$ cat config.mk
export PLATFORM = sky130hd
export DESIGN_NAME = obb_cross
export DESIGN_NICKNAME = d
export VERILOG_FILES = /design/src/sv/obb_pkg.sv /design/src/sv/obb_cross.sv
export SDC_FILE = /design/constraint.sdc
export NUM_CORES = 2
export LEC_CHECK = 0
export BUFFER_PORTS_ARGS = -buffer_cell sky130_fd_sc_hd__buf_4
export CAP_MARGIN = 20
export CORE_ASPECT_RATIO = 1.75
export CORE_UTILIZATION = 45
export CTS_CLUSTER_SIZE = 16
export DETAILED_ROUTE_END_ITERATION = 7
export GPL_TIMING_DRIVEN = 1
export SETUP_SLACK_MARGIN = 0.3
export SYNTH_ARGS = -nofsm -noshare
export SYNTH_HDL_FRONTEND = slang
export SYNTH_SLANG_ARGS = --single-unit
export TNS_END_PERCENT = 10
$ cat constraint.sdc
create_clock -name clock -period 6.9 [get_ports clock]
set_input_delay 0.345 -clock clock [delete_from_list [all_inputs] [get_ports clock]]
set_output_delay 0.345 -clock clock [all_outputs]
set_load 0.1 [all_outputs]
$ cat src/sv/obb_pkg.sv
package obb_pkg;

   typedef enum logic [3:0] {
      MODE_U  = 4'd0,
      MODE_V  = 4'd1,
      MODE_W  = 4'd2,
      MODE_UV = 4'd3,
      MODE_UW = 4'd4,
      MODE_VU = 4'd5,
      MODE_VW = 4'd6,
      MODE_WU = 4'd7,
      MODE_WV = 4'd8
   } mode_type;

   localparam int MODE_W_BITS = 4;
   localparam int TAG_W       = MODE_W_BITS + 1;

   // 1/0.01^2 for the short cross product test
   localparam int THRESH_DIV = 10000;

   typedef struct packed {
      logic [MODE_W_BITS-1:0] mode;
      logic                   bad;
   } tag_type;

endpackage

$ cat src/sv/obb_cross.sv
module obb_cross #(
   parameter int AW = 16,
   parameter int SW = 1
) (
   input  logic                clock,
   input  logic                reset,
   input  logic                en,
   input  logic                in_valid,
   input  logic signed [AW-1:0] in_a [3],
   input  logic signed [AW-1:0] in_b [3],
   input  logic [SW-1:0]       in_side,
   output logic                out_valid,
   output logic signed [2*AW:0] out_c [3],
   output logic [SW-1:0]       out_side
);
   import obb_pkg::*;

   localparam int PW = 2 * AW;
   localparam int CW = 2 * AW + 1;

   logic signed [PW-1:0] pp_in [3];
   logic signed [PW-1:0] pn_in [3];
   logic signed [CW-1:0] c_in [3];
   logic                 v_ff;
   logic signed [CW-1:0] c_ff [3];
   logic [SW-1:0]        side_ff;

   always_comb begin
      pp_in[0] = PW'(in_a[1]) * PW'(in_b[2]);
      pn_in[0] = PW'(in_a[2]) * PW'(in_b[1]);
      pp_in[1] = PW'(in_a[2]) * PW'(in_b[0]);
      pn_in[1] = PW'(in_a[0]) * PW'(in_b[2]);
      pp_in[2] = PW'(in_a[0]) * PW'(in_b[1]);
      pn_in[2] = PW'(in_a[1]) * PW'(in_b[0]);
      for (int i = 0; i < 3; i++) begin
         c_in[i] = CW'(pp_in[i]) - CW'(pn_in[i]);
      end
   end

   always_ff @(posedge clock) begin
      if (reset) begin
         v_ff <= 1'b0;
      end else if (en) begin
         v_ff <= in_valid;
      end
      if (en) begin
         for (int i = 0; i < 3; i++) begin
            c_ff[i] <= c_in[i];
         end
         side_ff <= in_side;
      end
   end

   assign out_valid = v_ff;
   assign out_c     = c_ff;
   assign out_side  = side_ff;

endmodule

== After elaboration in Yosys (flattened, before gate mapping) ==
Cells that the tools add are included.

* Flip-flop bits (word level): 101
* Input bits: 101

* Add/subtract/negate cells: 3
* Multipliers: 6

{| class="wikitable"
|+ Operators with widths
! kind !! count
|-
| $mul A16 B16 Y32 || 6
|-
| $sub A32 B32 Y33 || 3
|}

== Longest topological paths before layout ==
* Depth in word-level cells: 2
* Mapped depth: 29
* Mapped depth without buffers: 27

== Least setup slack after synthesis ==
OpenSTA, ideal clock, no wires.

* Path kind: input to register
* Start point: input port in_a[31] (netlist name)
* End point: register c_ff, in the netlist out_c[31] (data pin)
* Setup time: 0.258 ns
* Data arrival time: 7.210 ns
* Data required time: 6.642 ns
* Setup slack: -0.568 ns
* Cell stages on the path: 26
* Path through: clkbuf_1 -> nand2_1 -> inv_1 -> fa_1 -> inv_1 -> fa_1 -> inv_1 -> fa_1 -> inv_1 -> fa_1 -> fa_1 -> fa_1 -> fa_1 -> inv_1 -> fa_1 -> inv_1 -> ha_1 -> a21o_1 -> a21oi_1 -> nor3_1 -> a311o_1 -> o41a_1 -> nand4_1 -> nand4b_1 -> a21o_1 -> xor2_1

{| class="wikitable"
|+ RTL lines
! what !! line !! source
|-
| from (decl) || obb_cross.sv:9 || <nowiki>input logic signed [AW-1:0] in_a [3],</nowiki>
|-
| to (signal, indexed assignment) || obb_cross.sv:48 || <nowiki>c_ff[i] <= c_in[i];</nowiki>
|-
| to (decl) || obb_cross.sv:25 || <nowiki>logic signed [CW-1:0] c_ff [3];</nowiki>
|}

==> impl_metrics.yaml <==
status:
  status: "finished, violations left"
  violations: "setup timing"
final_layout:
  mostFrequentLayoutCells: "inv_1, fa_1, and2_1, buf_4, nand2_1"
  drive_above_1_share_pct: 15.1
  synthToLayoutAreaGrowth_pct: 15.9
  fin_area_sq_um: 75000
  mostFrequentLayoutCell: "inv_1"
  final_nets: 9720
synth:
  ys_types: 67
  synth_nets: 9099
  ys_warn_count: 0
  synth_area_leader_cell: "fa_1"
  ys.flop_type: "edfxtp_1"
  synth_area_sq_um: 64700
  synth-edff-count: 100
  syn_avg_cell_area_sq_um: 9.59
  async_flop_share_pct: 0
  synthCells: 6748
  synthTopCellsByArea: "fa_1, inv_1, ha_1"
  ys_ff_latch: 101
  ys_seq_area_share_pct: 4.67
  yosys.area.top_type_share_pct: 54.7
clock_network:
  clockBufferDepth: 2
  cts_buffers: 9
  cts_tree: "yes"
  cts_root_buf: "clkbuf_16"
  cts.sinks: 101
  hold_buffers: 0
  cts_max_level: 3
  insertion_delay_ps: 440
  clk_pin_slew_worst_paths_ps: 100
min_path:
  hold_start: "reset"
  hold_class: "in -> reg"
critical_path:
  path_max_fanout: 5
  crit_path_start_kind: "input pin"
  cp_num_buf_inv: 11
  criticalPathCategory: "in -> reg"
  path_delay_family: "adder cells"
  slowest_stage: "fa_1"
  cp.required_ps: 7150
  worstPathArrival_ps: 7160
  max_stage_delay_ps: 590
  ff2ff_setup_slack_ps: 6310
  r2r_start: "out_valid"
  crit_top_cell: "fa_1"
  critPathCaptureType: "flop"
  startpoint: "in_a[31]"
floorplanning:
  core_sq_um: 142000
  fp-row-count: 183
  dieHeight_microns: 504
  fp.dieArea_sq_um: 145000
  die_x_microns: 289
  start_util_pct: 45.4
  io_pins: 202
timing:
  rsz0062_at_grt: "true"
  hold_viol: 0
  slew_violations: 0
  clock.fmax_mhz: 145
  fin_ws_ps: -7.38
  fin_crit_ps: 6910
  finalSetupViolCount: 1
  finalCritPeriodShare_pct: 100
  slew_headroom_pct: 55.2
  fin_skew_ps: 0
  tightest_slew_ps: 672
global_routing:
  grtUsageTotal_pct: 25.9
  antenna_found_initial: 8
  grt_max_degree: 53
  grt_pass1_vias: 51800
  grt.overflow.total: 0
  grt_pass1_wl_microns: 282000
placement:
  pre_cts_slack_ps: -612
  hpwl_microns: 154000
  placed_cell_area_sq_um: 73400
  portBuffers: 201
  place.gp.congestion: 0.910
routing:
  vias: 45300
  wl_microns: 176000
  avgViaCountPerCell: 4.91
  first_iter_violations: 2003
  remaining_drc_errors: 0
  ant_nets: 0
  dr.pass1.iters: 5
  wire_per_inst_microns: 19.1
run:
  maxCapViolCount: 0
[worst reg2reg max path: cells and delay by family, from the launching register on]
family	cells	cell delay, ps
muxes	1	130
DFF	1	320
and+or+nand+nor	1	50
[routing by layer]
metal,share of wire [%],track usage [%],up-vias
met1,36,29.4,23800
met2,53,46.8,973
li1,-,-,20200
met3,4.1,2.81,323
met4,7.1,15.2,10
met5,0.036,0,-
[metrics by stage]
stage	setup TNS, ps	cells	hold slack, ps	util [%]
global placement	-14950	9179	475	51.5
detailed placement	-16840	9179	500	51.5
floorplan	-842	6748	417	-
global route	-1590	9225	24.6	52.7
finish	-7.38	9225	41.4	52.7
CTS	0	9202	4.10	52.0
[cells in the mapped netlist, drive strengths merged (4+ instances only)]
cell and count:
a211oi 9, a21o 36, a21oi 71, a31oi 11, and2 814, and3 5
buf 4, clkbuf 284, edfxtp 100, fa 1767, ha 483, inv 2031
nand2 676, nand2b 49, nand3 15, nand4 7, nor2 99, nor2b 14
nor3 8, o211ai 5, o21a 12, o21ai 36, o21bai 14, o311ai 5
or3 5, xnor2 114, xor2 31
[sequential cells by signal (all words and copies together) (netlist names)]
name / flops
out_c: 99
out_valid: 1
out_side: 1
[worst paths after layout]
path / endpoint / cells after the start
setup reg to reg: out_valid / 2
setup / recovery: out_c[92] / 27
hold reg to reg: out_valid / 2
hold / removal: out_valid / 2
[logic make-up (layout without fill, tap and decap cells)]
logic type | after synthesis | after routing | share of synthesized area [%]
other | 0 | 1 | 0
flip-flops | 101 | 101 | 4.67
AND/OR/NAND/NOR | 1700 | 1700 | 13.4
adder cells (fa/ha/maj) | 2250 | 2250 | 64.0
multiplexers | 3 | 3 | 0.0464
AO/OA/AOI/OAI | 228 | 228 | 2.41
XOR/XNOR | 145 | 145 | 1.96
buffers and inverters | 2321 | 2947 | 13.5
[layout make-up]
cell class,instances,area (sq um)
antenna,1,2.50
clock buffer,10,239
clock inverter,6,93.8
fill,13300,67400
inverter,2033,7660
multi-input combinational,4326,53900
sequential,101,3020
tap,1850,2310
timing repair buffer,898,7820
[what timing repair did]
| item | in CTS | in global routing |
|---|---|---|
| endpoints found under the setup margin | 44 | 51 |
| buffers inserted | 7 | 19 |
| resized for setup | 62 | 194 |
| pin swaps | 27 | 90 |
| cloned | 0 | 3 |
Power is left out: the tool's default activity adds up to more than one toggle a clock period on the data nets, which glitch-free logic cannot reach.
