### src/sv/obb_pkg.sv
package obb_pkg;

   typedef enum logic [3:0] {
      MODE_U  = 4'd0,
      MODE_V  = 4'd1,
      MODE_W  = 4'd2,
      MODE_UV = 4'd3,
      MODE_UW = 4'd4,
      MODE_VU = 4'd5,
      MODE_VW = 4'd6,
      MODE_WU = 4'd7,
      MODE_WV = 4'd8
   } mode_type;

   localparam int MODE_W_BITS = 4;
   localparam int TAG_W       = MODE_W_BITS + 1;

   // 1/0.01^2 for the short cross product test
   localparam int THRESH_DIV = 10000;

   typedef struct packed {
      logic [MODE_W_BITS-1:0] mode;
      logic                   bad;
   } tag_type;

endpackage

### src/sv/obb_perp.sv
module obb_perp #(
   parameter int CC        = 33,
   parameter int FRAC_BITS = 14,
   parameter int CW2       = 33
) (
   input  logic                        clock,
   input  logic                        reset,
   input  logic                        en,
   input  logic                        in_valid,
   input  logic signed [FRAC_BITS+1:0] in_a [3],
   input  logic                        in_zero,
   input  logic [3:0]                  in_mode,
   input  logic signed [CC-1:0]        in_c [3],
   output logic                        out_valid,
   output logic signed [CW2-1:0]       out_vec [3],
   output obb_pkg::tag_type            out_tag,
   output logic signed [FRAC_BITS+1:0] out_a [3]
);
   import obb_pkg::*;

   localparam int OW  = FRAC_BITS + 2;
   localparam int SQW = 2 * OW;
   localparam logic [SQW-1:0] LIMIT =
      SQW'(((64'd1 << (2 * FRAC_BITS)) - 64'd1) / 64'(THRESH_DIV));

   logic                 v1_ff;
   logic signed [OW-1:0] a1_ff [3];
   logic                 zero1_ff;
   logic [3:0]           mode1_ff;
   logic signed [CC-1:0] c1_ff [3];
   logic                 cz1_ff;
   logic [SQW-1:0]       sqy1_ff;
   logic [SQW-1:0]       sqz1_ff;

   logic                 short_in;
   logic signed [CW2-1:0] vec_in [3];
   tag_type              tag_in;

   logic                 v2_ff;
   logic signed [CW2-1:0] vec2_ff [3];
   tag_type              tag2_ff;
   logic signed [OW-1:0] a2_ff [3];

   always_ff @(posedge clock) begin
      if (reset) begin
         v1_ff <= 1'b0;
      end else if (en) begin
         v1_ff <= in_valid;
      end
      if (en) begin
         a1_ff    <= in_a;
         zero1_ff <= in_zero;
         mode1_ff <= in_mode;
         c1_ff    <= in_c;
         cz1_ff   <= (in_c[0] == '0) && (in_c[1] == '0) && (in_c[2] == '0);
         sqy1_ff  <= $unsigned(SQW'(in_a[1]) * SQW'(in_a[1]));
         sqz1_ff  <= $unsigned(SQW'(in_a[2]) * SQW'(in_a[2]));
      end
   end

   always_comb begin
      short_in    = (sqy1_ff + sqz1_ff) <= LIMIT;
      tag_in.mode = mode1_ff;
      tag_in.bad  = 1'b1;
      for (int i = 0; i < 3; i++) begin
         vec_in[i] = CW2'(c1_ff[i]);
      end
      case (mode1_ff) inside
         MODE_U, MODE_V, MODE_W: begin
            tag_in.bad = zero1_ff;
            if (short_in) begin
               vec_in[0] = -CW2'(a1_ff[2]);
               vec_in[1] = '0;
               vec_in[2] = CW2'(a1_ff[0]);
            end else begin
               vec_in[0] = '0;
               vec_in[1] = CW2'(a1_ff[2]);
               vec_in[2] = -CW2'(a1_ff[1]);
            end
         end
         MODE_UW, MODE_VU, MODE_WV: begin
            tag_in.bad = cz1_ff;
            for (int i = 0; i < 3; i++) begin
               vec_in[i] = -CW2'(c1_ff[i]);
            end
         end
         MODE_UV, MODE_VW, MODE_WU: begin
            tag_in.bad = cz1_ff;
         end
         default: begin
            tag_in.bad = 1'b1;
         end
      endcase
   end

   always_ff @(posedge clock) begin
      if (reset) begin
         v2_ff <= 1'b0;
      end else if (en) begin
         v2_ff <= v1_ff;
      end
      if (en) begin
         vec2_ff <= vec_in;
         tag2_ff <= tag_in;
         a2_ff   <= a1_ff;
      end
   end

   assign out_valid = v2_ff;
   assign out_vec   = vec2_ff;
   assign out_tag   = tag2_ff;
   assign out_a     = a2_ff;

endmodule

### config.mk
export PLATFORM = sky130hd
export DESIGN_NAME = obb_perp
export DESIGN_NICKNAME = d
export VERILOG_FILES = /design/src/sv/obb_pkg.sv /design/src/sv/obb_perp.sv
export SDC_FILE = /design/constraint.sdc
export NUM_CORES = 2
export LEC_CHECK = 0
export ABC_CLOCK_PERIOD_IN_PS = 7510
export BUFFER_PORTS_ARGS = -buffer_cell sky130_fd_sc_hd__buf_2
export CELL_PAD_IN_SITES_DETAIL_PLACEMENT = 0
export CELL_PAD_IN_SITES_GLOBAL_PLACEMENT = 1
export CORE_UTILIZATION = 45
export CTS_CLUSTER_SIZE = 40
export DETAILED_ROUTE_END_ITERATION = 6
export PLACE_DENSITY_LB_ADDON = 0.1
export SLEW_MARGIN = 40
export SYNTH_ARGS = -nofsm -noshare
export SYNTH_HDL_FRONTEND = slang
export SYNTH_SLANG_ARGS = --single-unit
### constraint.sdc
create_clock -name clock -period 7.51 [get_ports clock]
set_clock_uncertainty 0.05 [all_clocks]
set_input_delay 1.502 -clock clock [delete_from_list [all_inputs] [get_ports clock]]
set_output_delay 1.502 -clock clock [all_outputs]
set_load 0.05 [all_outputs]
-- Yosys cells after proc, flatten, opt, wreduce, memory -nomap -nowiden
Cells that the tools add are included.
- flip-flop bits (word level): 371
- output and inout port bits: 153
- add/subtract/negate cells: 6
- multipliers: 2
- $lt $le $gt $ge: 1
- equal/unequal tests: 8
- mux-type cells: 6
- reduce and logical (&&, ||, !) cells: 9
- operator list (cell ; number):
    2-to-1 mux 99 bit ; 3
    zero test 33 bit ; 3
    negation 33 bit ; 3
    negation 16 -> 33 bit ; 2
    multiplier 16 x 16 -> 32 bit ; 2
    adder 32 bit ; 1
    <= comparator 32 x 15 -> 1 bit (second input constant) ; 1
    equality test 4 x 3 -> 1 bit (second input constant) ; 4
    OR reduction 3 bit ; 3
    equality test 4 x 2 -> 1 bit (second input constant) ; 2
    equality test 4 x 1 -> 1 bit (second input constant) ; 1
    equality test 4 bit (second input constant) ; 1
    zero test 4 bit ; 1
    2-to-1 mux 1 bit ; 3
    logical AND 1 bit ; 2

-- Depth between registers and ports, before layout
- depth after elaboration: 5
- gate-level depth with buffers: 27
- mapped depth without buffers: 25

-- Worst setup path before layout
OpenSTA, ideal clock, no wires.
- kind: in2reg
- from: input in_a[20] (netlist bit)
- to: register sqy1_ff[31] (data pin)
- setup time: 0.260 ns
- data arrival time: 7.292 ns
- data required time: 7.200 ns
- setup slack: -0.092 ns
- cell stages on the path: 24
- path through: clkbuf_1 > clkbuf_1 > nand2_1 > fa_1 > inv_1 > fa_1 > fa_1 > fa_1 > fa_1 > inv_1 > fa_1 > inv_1 > ha_1 > a21o_1 > a21o_1 > a221oi_1 > inv_1 > a31oi_1 > o21ai_0 > a41oi_1 > o21ai_0 > a31o_2 > a21oi_1 > xnor2_1
- cells in the longest elaborated chain, start to end: 1
- RTL lines (element ; RTL line ; text):
    from (decl) ; obb_perp.sv:10 ; input logic signed [FRAC_BITS+1:0] in_a [3],
    multiplier 16 x 16 -> 32 bit ; obb_perp.sv:56 ; sqy1_ff <= $unsigned(SQW'(in_a[1]) * SQW'(in_a[1]));
    to (signal assigned) ; obb_perp.sv:56 ;
    to (decl) ; obb_perp.sv:32 ; logic [SQW-1:0] sqy1_ff;
No other way between the ends.
A chain may end at the register's enable or synchronous reset.

-- Worst setup path after layout
- from: input in_a[18] (netlist bit)
- to: register sqy1_ff[31] (data pin)
Same word-level chain as after synthesis.

==> run summary <==
For the HPWL after detailed placement, the log shows 68,800 um. In the routed layout, each cell is associated on average with a via count of 5.16. For the final routed database, the setup TNS stands at 0 ps.

The detailed router finished its first iteration with 1,172 violations. The endpoint identified for the worst register-to-register timing path is out_vec[49]. The worst hold endpoint was out_a[40]. The most used flip-flop cell after synthesis is sky130_fd_sc_hd__edfxtp_1. The run finished with clean final reports. TritonCTS built the clock tree. Kind of end point of the critical path: a register. Share of final-layout standard cells stronger than drive strength 1: 0.169. The area overhead of the layout relative to synthesis was 15.6%.

Critical path data required time: 7780 ps. In the post-synthesis netlist, the cell with the most instances is sky130_fd_sc_hd__inv_1. The actual transition at the worst max-transition pin works out to 812 ps.

The final clock period utilization by the worst path was 0.960; the buffers plus inverters on the worst setup path was 7. Counting the buffers created by CTS gives 43. Setup violations remaining at the end of the flow were counted as 0. The min-delay analysis places its worst path in the category register to register. The die covers 77,700 um2.

In this design, the largest share of critical-path delay is due to adder cells. For the net count reported at finish, the log shows 4,503. The logs give 0 for the number of hold violations in the final report and 74 for the post-synthesis cell type count. The fraction of synthesized cell area taken by the top area cell type came out at 0.318. The worst setup path is launched from a primary input.

The routed wirelength normalized by instance count is 18.0 um, and the chip height is 279 um. Before antenna repair, the detailed router went through 5 iterations. The portion of the post-synthesis area used by sequential elements is 0.319, and the count of maximum capacitance violations is 0. When the netlist entered floorplanning its net count stood at 4,043.

The tools report the number of global-route vias before repair as 25,800. In this run the register-to-register setup slack is 2610 ps. The area of all placed cells without fillers is 39,800 um2, and the maximum fanout count along the critical path is 3.

Timing would allow up to 139 MHz. The clock tree buffer depth is 3, and the die extent in x is 279 um. The tools report the arrival time of the worst setup path as 7470 ps. The congestion estimate from routability-driven global placement came to 0.864.

The worst setup path category is primary input to register. The root buffer cell chosen for the clock tree is sky130_fd_sc_hd__clkbuf_16. Once layout is complete, the cells apart from fillers number 4,674. After clock tree synthesis, the clock-pin slew on the worst setup and hold paths is 60 ps.

The remaining number of nets flagged by the antenna check after routing came out at 0. The count of buffers from port buffering was 308; the number of synthesized flops with an enable pin was 365. The logs give 24,100 for the total number of vias and 4,587 for the cell count after placement. In this run the most critical hold path is launched from a1_ff[40]. Setup repair after global routing left no endpoint under its margin. After global routing the overflow that remains totals 0. In the final routing, the length of wire on met1 measures 34,700 um. For the worst flop-to-flop path, the logic depth is 14. The placed instances occupy a cell area of 38,400 um2. The gate count of the mapped netlist was 3,195; the synthesized flop and latch total was 367. In this run the cell area of the synthesized design comes to 34,500 um2.

The commonest cells after synthesis are sky130_fd_sc_hd__inv_1 (651), sky130_fd_sc_hd__fa_1 (467), sky130_fd_sc_hd__edfxtp_1 (365). The effective utilization at floorplan is 0.454. The slowest stage of the critical path is the sky130_fd_sc_hd__fa_1 cell.

The biggest area contributor in the post-synthesis netlist is sky130_fd_sc_hd__edfxtp_1. Worst flop-to-flop path startpoint: sqy1_ff[5]. The max-slew headroom at the worst pin is 0.454, and the number of cells on the worst hold path is 0. The final critical-path required period is 7210 ps. A synthesized cell averages 10.8 um2.

The first global-routing pass estimated 135,000 um of wire. Clock latency on the worst-skew pair, taken at its later pin, is 570 ps. The total routing usage reported by global routing was 0.221. The run gives 0 as the number of pins exceeding their max-slew limit in the final report. The floorplan step defined a core boundary enclosing 75,800 um2. After floorplanning, the core was divided into 101 placement rows. The async set-or-reset flop fraction in the synthesized netlist works out to 0.

By area the synthesized netlist is led by sky130_fd_sc_hd__edfxtp_1 (32%), sky130_fd_sc_hd__fa_1 (27%), sky130_fd_sc_hd__ha_1 (8.2%). After detailed routing, the met2 layer carries 43,800 um of wire. Post-CTS timing repair inserted 0 buffers for setup. The logs give 0 for the count of hold buffers inserted by post-cts repair and 0 for the number of synthesis warnings. The I/O pin count is 309, and the maximum number of pins on one net before global-route repair is 161. The fill cell instance count of the final layout came out at 6,848. For the overall routed net length, the log shows 84,300 um. The total length of routed met3 wires was 3710 um. The number of H-tree levels is 2.

The worst hold slack across all endpoints is 405 ps. The initial antenna violation count was 5; the maximum single-stage delay on the critical path was 520 ps. The CTS sink count was 367.

The run gives 0 as the post-cts resize count. Routed signal wires occupy layers up through met5. For this run, design rule violations remaining after detail routing come to 0.
[layer usage]
layer | GRT usage | vias to the layer above
met5 | 0 | -
met2 | 0.401 | 528
met4 | 0.0621 | 2
li1 | - | 11400
met1 | 0.278 | 12100
met3 | 0.0250 | 111
[worst register-to-register path, stage by stage (launching register included)]
cell and delay (ps):
sky130_fd_sc_hd__edfxtp_1 370, sky130_fd_sc_hd__ha_1 370, sky130_fd_sc_hd__a21oi_1 200, sky130_fd_sc_hd__o211ai_1 200, sky130_fd_sc_hd__a21oi_2 310, sky130_fd_sc_hd__a22oi_1 170, sky130_fd_sc_hd__o211ai_1 380, sky130_fd_sc_hd__o21ai_2 190
sky130_fd_sc_hd__a2111oi_2 330, sky130_fd_sc_hd__o311ai_1 210, sky130_fd_sc_hd__nor4_4 280, sky130_fd_sc_hd__buf_4 430, sky130_fd_sc_hd__buf_4 520, sky130_fd_sc_hd__o21ai_0 350, sky130_fd_sc_hd__a21boi_0 240
[state kept, by name, summed over array words and instances (netlist names), 4 cells and up]
signal and cells:
mode1_ff 4, out_vec 99, c1_ff 99, sqz1_ff 30
out_tag 5, a1_ff 48, out_a 48, sqy1_ff 30
[cells in the final DEF (no fill, tap or decap), types with 7 or more instances in the layout]
master and instances:
sky130_fd_sc_hd__clkbuf_16 43, sky130_fd_sc_hd__nor2b_1 11, sky130_fd_sc_hd__ha_1 224, sky130_fd_sc_hd__o31ai_1 17
sky130_fd_sc_hd__and3_1 16, sky130_fd_sc_hd__mux2i_1 13, sky130_fd_sc_hd__clkinv_1 13, sky130_fd_sc_hd__nor2_1 164
sky130_fd_sc_hd__clkinv_2 9, sky130_fd_sc_hd__xnor2_1 145, sky130_fd_sc_hd__nand2_1 234, sky130_fd_sc_hd__xor2_1 81
sky130_fd_sc_hd__buf_2 307, sky130_fd_sc_hd__o22ai_1 17, sky130_fd_sc_hd__a221oi_2 7, sky130_fd_sc_hd__a21oi_1 123
sky130_fd_sc_hd__o21a_1 14, sky130_fd_sc_hd__or2_2 19, sky130_fd_sc_hd__inv_1 651, sky130_fd_sc_hd__or3_1 21
sky130_fd_sc_hd__nor4_1 35, sky130_fd_sc_hd__a31o_2 10, sky130_fd_sc_hd__nor3_1 48, sky130_fd_sc_hd__edfxtp_1 365
sky130_fd_sc_hd__a31oi_1 17, sky130_fd_sc_hd__nand2b_1 28, sky130_fd_sc_hd__and2_1 74, sky130_fd_sc_hd__fa_1 467
sky130_fd_sc_hd__nand3_1 22, sky130_fd_sc_hd__or4_1 17, sky130_fd_sc_hd__a21boi_0 7, sky130_fd_sc_hd__o211ai_1 10
sky130_fd_sc_hd__buf_4 195, sky130_fd_sc_hd__nand4_1 14, sky130_fd_sc_hd__a21o_1 60, sky130_fd_sc_hd__o21ai_0 74
[worst max-delay path by stage]
stage | from | end | slack, ps | depth (start not counted)
after global placement | in_a[29] | sqy1_ff[31] | -230 | 25
after floorplan | in_a[20] | sqy1_ff[31] | 3 | 24
after CTS | in_a[18] | sqy1_ff[31] | 360 | 25
after detailed placement | in_a[18] | sqy1_ff[31] | -250 | 25
final | in_a[18] | sqy1_ff[31] | 300 | 25
after global routing | in_a[18] | sqy1_ff[31] | 9 | 27
[layout make-up]
cell class,count,area (um2),share of cell area
Clock inverter,31,283,0.00710
Inverter,652,2450,0.0614
Timing Repair Buffer,506,3070,0.0772
Sequential cell,367,11000,0.276
Tap cell,978,1220,0.0307
Multi-Input combinational cell,2085,20700,0.519
Clock buffer,49,1100,0.0276
Antenna cell,6,15.0,0.000377
[cells by family (layout without fill, tap and decap cells)]
family,Yosys count,after routing,synth area share
buffers and inverters,743,1238,0.0820
other,0,6,0
multiplexers,14,14,0.00410
AND/OR/NAND/NOR,728,728,0.103
XOR/XNOR,226,226,0.0574
AO/OA/AOI/OAI,425,425,0.0813
flip-flops,367,367,0.319
adder cells (fa/ha/maj),692,692,0.353
[stage by stage]
step / setup slack (ps) / util
floorplan: 3.18 / -
global placement: -234 / 0.506
detailed placement: -251 / 0.507
CTS: 363 / 0.525
global route: 9.50 / 0.525
finish: 303 / 0.525
Power is not shown: default switching activity piles up to over one toggle a cycle in this logic, so the estimate is an artifact.
